### config.mk
export PLATFORM = sky130hd
export DESIGN_NAME = w3s_calc
export DESIGN_NICKNAME = d
export VERILOG_FILES = /design/src/hdl/w3s_pkg.sv /design/src/hdl/w3s_calc.sv
export SDC_FILE = /design/constraint.sdc
export NUM_CORES = 2
export LEC_CHECK = 0
export CAP_MARGIN = 5
export CELL_PAD_IN_SITES_DETAIL_PLACEMENT = 1
export CELL_PAD_IN_SITES_GLOBAL_PLACEMENT = 1
export CORE_MARGIN = 2
export CORE_UTILIZATION = 25
export CTS_CLUSTER_DIAMETER = 200
export DETAILED_ROUTE_END_ITERATION = 8
export DONT_BUFFER_PORTS = 1
export PLACE_DENSITY_LB_ADDON = 0.1
export SYNTH_ARGS = -nofsm -noshare
export SYNTH_HDL_FRONTEND = slang
export SYNTH_SLANG_ARGS = --single-unit
### constraint.sdc
create_clock -name clk_i -period 8.4 [get_ports clk_i]
set_input_delay 1.68 -clock clk_i [delete_from_list [all_inputs] [get_ports clk_i]]
set_output_delay 1.68 -clock clk_i [all_outputs]
set_load 0.05 [all_outputs]
### src/hdl/w3s_pkg.sv
// ----------------------------------------------------------------------------
// w3s_pkg
// shared codes, register indexes and fixed field widths of the 3d wave stepper
// ----------------------------------------------------------------------------
package w3s_pkg;

  localparam int unsigned COORD_W    = 5;
  localparam int unsigned PORT_AMP_W = 24;
  localparam int unsigned OP_W       = 2;
  localparam int unsigned K_W        = 16;
  localparam int unsigned D_W        = 17;
  localparam int unsigned SIZE_W     = 6;
  localparam int unsigned FRAC_W     = 16;
  localparam int unsigned CFG_IDX_W  = 3;
  localparam int unsigned CFG_DATA_W = 17;

  localparam logic [OP_W-1:0] OP_WRITE = 2'd0;
  localparam logic [OP_W-1:0] OP_READ  = 2'd1;
  localparam logic [OP_W-1:0] OP_STEP  = 2'd2;
  localparam logic [OP_W-1:0] OP_NONE  = 2'd3;

  localparam logic [CFG_IDX_W-1:0] CFG_K      = 3'd0;
  localparam logic [CFG_IDX_W-1:0] CFG_DAMP   = 3'd1;
  localparam logic [CFG_IDX_W-1:0] CFG_SIZE_X = 3'd2;
  localparam logic [CFG_IDX_W-1:0] CFG_SIZE_Y = 3'd3;
  localparam logic [CFG_IDX_W-1:0] CFG_SIZE_Z = 3'd4;

  localparam logic [K_W-1:0]    K_RESET    = 16'd0;
  localparam logic [D_W-1:0]    DAMP_RESET = 17'd65536;
  localparam logic [SIZE_W-1:0] SIZE_RESET = 6'd32;

endpackage

### src/hdl/w3s_calc.sv
// ----------------------------------------------------------------------------
// w3s_calc
// three-stage update pipe: courant product, sum, damping product, saturation
// ----------------------------------------------------------------------------
module w3s_calc #(
  parameter int unsigned AMP_BITS = 24
) (
  input  logic                              clk_i,
  input  logic                              rst_ni,
  input  logic                              valid_i,
  input  logic signed [AMP_BITS+3:0]        lap_i,
  input  logic signed [AMP_BITS-1:0]        cur_i,
  input  logic signed [AMP_BITS-1:0]        prev_i,
  input  logic        [w3s_pkg::K_W-1:0]    k_i,
  input  logic        [w3s_pkg::D_W-1:0]    damp_i,
  output logic                              valid_o,
  output logic signed [AMP_BITS-1:0]        next_o,
  output logic                              sat_o
);

  localparam int unsigned LW  = AMP_BITS + 4;
  localparam int unsigned P1W = LW + w3s_pkg::K_W + 1;
  localparam int unsigned TW  = P1W - w3s_pkg::FRAC_W;
  localparam int unsigned CW  = AMP_BITS + 2;
  localparam int unsigned RW  = AMP_BITS + 6;
  localparam int unsigned P2W = RW + w3s_pkg::D_W + 1;
  localparam int unsigned NW  = P2W - w3s_pkg::FRAC_W;
  localparam logic signed [NW-1:0] AMAX = (NW'(1) <<< (AMP_BITS - 1)) - NW'(1);
  localparam logic signed [NW-1:0] AMIN = -(NW'(1) <<< (AMP_BITS - 1));

  logic signed [P1W-1:0] prod1_q, prod1_d, half1;
  logic signed [CW-1:0]  cur2_q, cur2_d;
  logic signed [TW-1:0]  t_s;
  logic signed [RW-1:0]  r_q, r_d;
  logic signed [P2W-1:0] prod2_q, prod2_d, half2;
  logic signed [NW-1:0]  n_s;
  logic                  v1_q, v2_q, v3_q;

  assign half1   = P1W'(1) <<< (w3s_pkg::FRAC_W - 1);
  assign half2   = P2W'(1) <<< (w3s_pkg::FRAC_W - 1);
  assign prod1_d = P1W'($signed({1'b0, k_i})) * P1W'(lap_i);
  assign cur2_d  = (CW'(cur_i) <<< 1) - CW'(prev_i);

  always_comb begin
    logic signed [P1W-1:0] s1;
    s1  = prod1_q + half1;
    t_s = $signed(s1[P1W-1:w3s_pkg::FRAC_W]);
  end

  assign r_d     = RW'(cur2_q) + RW'(t_s);
  assign prod2_d = P2W'($signed({1'b0, damp_i})) * P2W'(r_q);

  always_comb begin
    logic signed [P2W-1:0] s2;
    s2  = prod2_q + half2;
    n_s = $signed(s2[P2W-1:w3s_pkg::FRAC_W]);
    if (n_s > AMAX) begin
      next_o = AMAX[AMP_BITS-1:0];
      sat_o  = 1'b1;
    end else if (n_s < AMIN) begin
      next_o = AMIN[AMP_BITS-1:0];
      sat_o  = 1'b1;
    end else begin
      next_o = n_s[AMP_BITS-1:0];
      sat_o  = 1'b0;
    end
  end

  assign valid_o = v3_q;

  always_ff @(posedge clk_i or negedge rst_ni) begin
    if (!rst_ni) begin
      v1_q <= 1'b0;
      v2_q <= 1'b0;
      v3_q <= 1'b0;
    end else begin
      v1_q <= valid_i;
      v2_q <= v1_q;
      v3_q <= v2_q;
    end
  end

  always_ff @(posedge clk_i) begin
    prod1_q <= prod1_d;
    cur2_q  <= cur2_d;
    r_q     <= r_d;
    prod2_q <= prod2_d;
  end

endmodule

-- Word level (Yosys, flattened, before mapping)
Cells that the tools add are included.
Widths: inputs -> output; s select.
- input bits: 112
- output and inout bits: 26
- register bits after elaboration: 152
- logic and storage cells: 19
- muxes and demuxes: 4
- multipliers: 2
- $add $sub $neg: 4
- magnitude comparators: 2
- operators with widths (kind ; count):
    $add 48x17->48 const B ; 1
    $mul 18x30->48 ; 1
    $mux 24 ; 2
    $add 45x17->45 const B ; 1
    $mul 17x28->45 ; 1
    $gt 32x24->1 const B ; 1
    $lt 32x24->1 const B ; 1
    $add 26x29->30 ; 1
    $sub 25x24->26 ; 1
    $mux 1 ; 2

-- Depth between registers and ports, before layout
- depth in word-level cells: 4
- depth in mapped cells: 25
- gate-level depth less buffers: 24

-- Worst setup path before layout
No wires, ideal clock.
- kind: in2reg
- start point: input port k_i[8] (netlist name)
- end point: register prod1_q[34]
- slack: 0.542 ns
- path buffers: 2
- required time: 8.282 ns
- data arrival time: 7.740 ns
- setup time: 0.118 ns
- stages: 25
- cells stage by stage: clkbuf_1 -> clkbuf_1 -> nand2_1 -> fa_1 -> inv_1 -> fa_1 -> inv_1 -> fa_1 -> inv_1 -> fa_1 -> fa_1 -> inv_1 -> fa_1 -> inv_1 -> ha_1 -> and4_1 -> nand2_1 -> or4_1 -> and2_1 -> o211a_1 -> o21ai_1 -> a21oi_1 -> o21ai_0 -> a21oi_1 -> xnor2_1
- word-level cells in the longest chain between the ends: 1
- ends and longest elaborated chain (item ; line ; source):
    start, declared ; w3s_calc.sv:14 ; input logic [w3s_pkg::K_W-1:0] k_i,
    $mul 17x28->45 ; w3s_calc.sv:41 ; assign prod1_d = P1W'($signed({1'b0, k_i})) * P1W'(lap_i);
    net prod1_d[34] ; w3s_calc.sv:31 ; logic signed [P1W-1:0] prod1_q, prod1_d, half1;
    end signal, assigned ; w3s_calc.sv:84 ; prod1_q <= prod1_d;
    end, declared ; w3s_calc.sv:31 ;
The timed path passes the listed nets, and every way through them passes these cells.

-- Worst setup path after layout
- start point: input port damp_i[3] (netlist name)
- end point: register prod2_q[45]
- word-level cells in the longest chain between the ends: 1
- ends and longest elaborated chain (item ; line ; source):
    start, declared ; w3s_calc.sv:15 ; input logic [w3s_pkg::D_W-1:0] damp_i,
    $mul 18x30->48 ; w3s_calc.sv:51 ; assign prod2_d = P2W'($signed({1'b0, damp_i})) * P2W'(r_q);
    net prod2_d[45] ; w3s_calc.sv:35 ; logic signed [P2W-1:0] prod2_q, prod2_d, half2;
    end signal, assigned ; w3s_calc.sv:87 ; prod2_q <= prod2_d;
    end, declared ; w3s_calc.sv:35 ;
The timed path passes the listed nets, and every way through them passes these cells.

==> results.md <==
* Seq cells post-synth at approximately 120
* Mapped Cells at approximately 4300
* Layout cells sized above 1 at ~1.6%
* Post_cts resized at 0
* Final Skew at around 0.027 ns
* Clock transition at the registers of the reported paths at approximately 0.07 ns
* Global route overflow at 0
* Postcts setup bufs at 0
* Core area at 0.154 mm^2
* TritonCTS clock tree: yes
* Top cell type's share of synthesized area at between 40% and 50%
* Most used DFF post-synth: dfxtp_1
* First-pass detailed-route iteration total at 4
* 1st-iter DRT viols at 833
* Global-route wire length before repair at 187000 um
* Max-cap violations at 0
* Hold_ws at 0.359 ns
* Slew @ Worst Pin at approximately 1.1 ns
* Syn Nets at between 5000 and 6000
* Setup crit end kind: flip-flop
* Crit path kind: primary input to flip-flop
* HPWL Detailed at just under 100000 um
* Layout area overhead at 7.07%
* Nets at ~5500
* Slew Limit Fails at 0
* Initial antenna violation count at 2
* Drt via density at approximately 4.2
* Number of global-route vias before repair at between 30000 and 40000
* EDFF count, synth at 0
* Die extent in x at slightly below 400 um
* CTS Hold Bufs at 0
* Final Hold Viols at 0
* Total Routing Usage GR at 15.6%
* Num CTS Buffers at 17
* Fin crit period at between 7 and 8 ns
* RSZ-0062 raised after global routing: no
* Area contributors post-synth: fa_1 (48%), inv_1 (11%), ha_1 (8.8%)
* ANT nets after route at 0
* Register Area at 0.00246 mm^2
* Row count at 144
* DRC violations left at 0
* Clock Root Buffer: clkbuf_16
* Setup tns final at 0 ns
* Final setup viols at 0
* Sequential share of the synthesized area at 6.33%
* Clock Path Buffers at 2
* Vias at roughly 27000
* Chip height at approximately 400 um
* Final Cycle Share at ~89%
* Relative slew margins at around 27%
* GP Congestion at 0.746
* Worst Path Arrival at around 7.9 ns
* Io pins at roughly 140
* Outcome: complete, no violations
* Clk_lat worst skew at about 0.5 ns
* Yosys cell types at 67
* CP required at ~8.8 ns
* Largest net degree at the start of global routing at 31
* Multi-input gate area at about 0.032 mm^2
* Die ar. at about 0.16 mm^2
* FMAX at 0.133 GHz
* Syn Area/Cell at around 9.0 um^2
* # port buffers at 0
* Filler cells at 18000
* HP Class: flip-flop to flip-flop
* Synth warn at 0
* Max H-tree Level at 4
* Initial Util at about 25%
* CTS sink cnt at 122
* Cell accounting for the most synthesized area: fa_1
* WL per Instance at ~19 um
* Crit path launch type: primary input
* Post-Syn Area at approximately 0.039 mm^2
* Async S/R FF share, synth at under 10%
* Critical Path Fanout Max at 30
* Total wire length at ~120000 um
==> layout by cell type, fill, tap and decap left out, types with 39 or more instances in the layout <==
cell type	netlist	final
inv_1	1119	1119
fa_1	922	922
nand2_1	542	542
and2_1	483	483
ha_1	273	273
dfxtp_1	119	119
xnor2_1	107	106
nor2_1	91	91
a21oi_1	85	85
xor2_1	60	60
a21o_1	51	51
o21ai_0	61	39
==> registers in the layout, indices dropped and copies added (netlist names) <==
| register | flops |
|---|---|
| prod2_q | 33 |
| cur2_q | 26 |
| v1_q | 1 |
| valid_o | 1 |
| prod1_q | 30 |
| v2_q | 1 |
| r_q | 30 |
==> final timing paths <==
| path | from | endpoint | slack [ns] | cells after the start |
|---|---|---|---|---|
| worst min-delay path | v1_q | v2_q | 0.36 | 0 |
| worst max register to register | r_q[16] | prod2_q[45] | 1.24 | 20 |
| worst max-delay path | damp_i[3] | prod2_q[45] | 0.90 | 22 |
| worst min register to register | v1_q | v2_q | 0.36 | 0 |
| max in group asynchronous | rst_ni | valid_o | 7.46 | 0 |
| min in group asynchronous | rst_ni | v1_q | 0.88 | 0 |
==> logic make-up (layout without fill, tap and decap cells) <==
logic type	after synthesis	in the layout	synth area share, %
other	0	6	0
AO/OA/AOI/OAI	293	293	4.87
buffers and inverters	1279	1169	12.4
flip-flops	122	122	6.33
adder cells (fa/ha/maj)	1195	1195	56.4
XOR/XNOR	167	167	3.77
AND/OR/NAND/NOR	1267	1267	16.3
==> metrics by stage <==
step	instance area, um^2	utilization, %	setup slack, ns	instances
2_1_floorplan	38800	-	0.542	4323
3_3_place_gp	40900	26.6	0.313	6225
3_5_place_dp	40900	26.6	0.254	6225
4_1_cts	41500	27.0	0.796	6257
5_1_grt	41500	27.0	0.624	6257
6_report	41600	27.0	0.895	6263
==> area by class of cell <==
cell class,instances,share of cell area [%]
sequential,122,5.91
inverter,1119,10.1
tap,2044,6.15
multi-input combinational,2922,75.9
clock buffer,19,1.09
timing repair buffer,18,0.325
antenna,6,0.0361
clock inverter,13,0.428
==> layer usage <==
layer,vias to the layer above,GRT usage [%],routed length (um)
met5,-,0,0
met4,0,2.30,1050
met3,50,2.32,4060
met2,274,25.3,54100
met1,13900,22.3,59900
li1,12300,-,-
==> worst max-delay path: stages <==
cell and delay, ns:
and2_1 0.17, fa_1 0.54, inv_1 0.06, fa_1 0.57, fa_1 0.45, fa_1 0.54
inv_1 0.05, fa_1 0.48, inv_1 0.05, fa_1 0.47, inv_1 0.04, ha_1 0.28
nand4_1 0.11, nor2_1 0.07, a221oi_2 0.33, a31oi_2 0.20, o311a_1 0.45, o21ai_2 0.26
o21ai_1 0.15, or3b_4 0.42, a2111o_1 0.42, o311ai_1 0.09
==> cells in the mapped netlist (all sizes together) (5+ instances only) <==
master and instances:
inv 1119, fa 922, nand2 542, and2 483
ha 273, clkbuf 159, dfxtp 119, xnor2 107
nor2 91, a21oi 85, o21ai 66, xor2 60
a21o 51, nand3 38, nand4 24, and3 19
nor2b 18, o21a 17, nor3 15, o21bai 12
a31oi 11, nand2b 11, a211oi 8, and4 8
o31ai 7, a21boi 5, or2 5
Power is left out: the tool's default activity adds up to more than one toggle a clock period on the data nets, which glitch-free logic cannot reach.
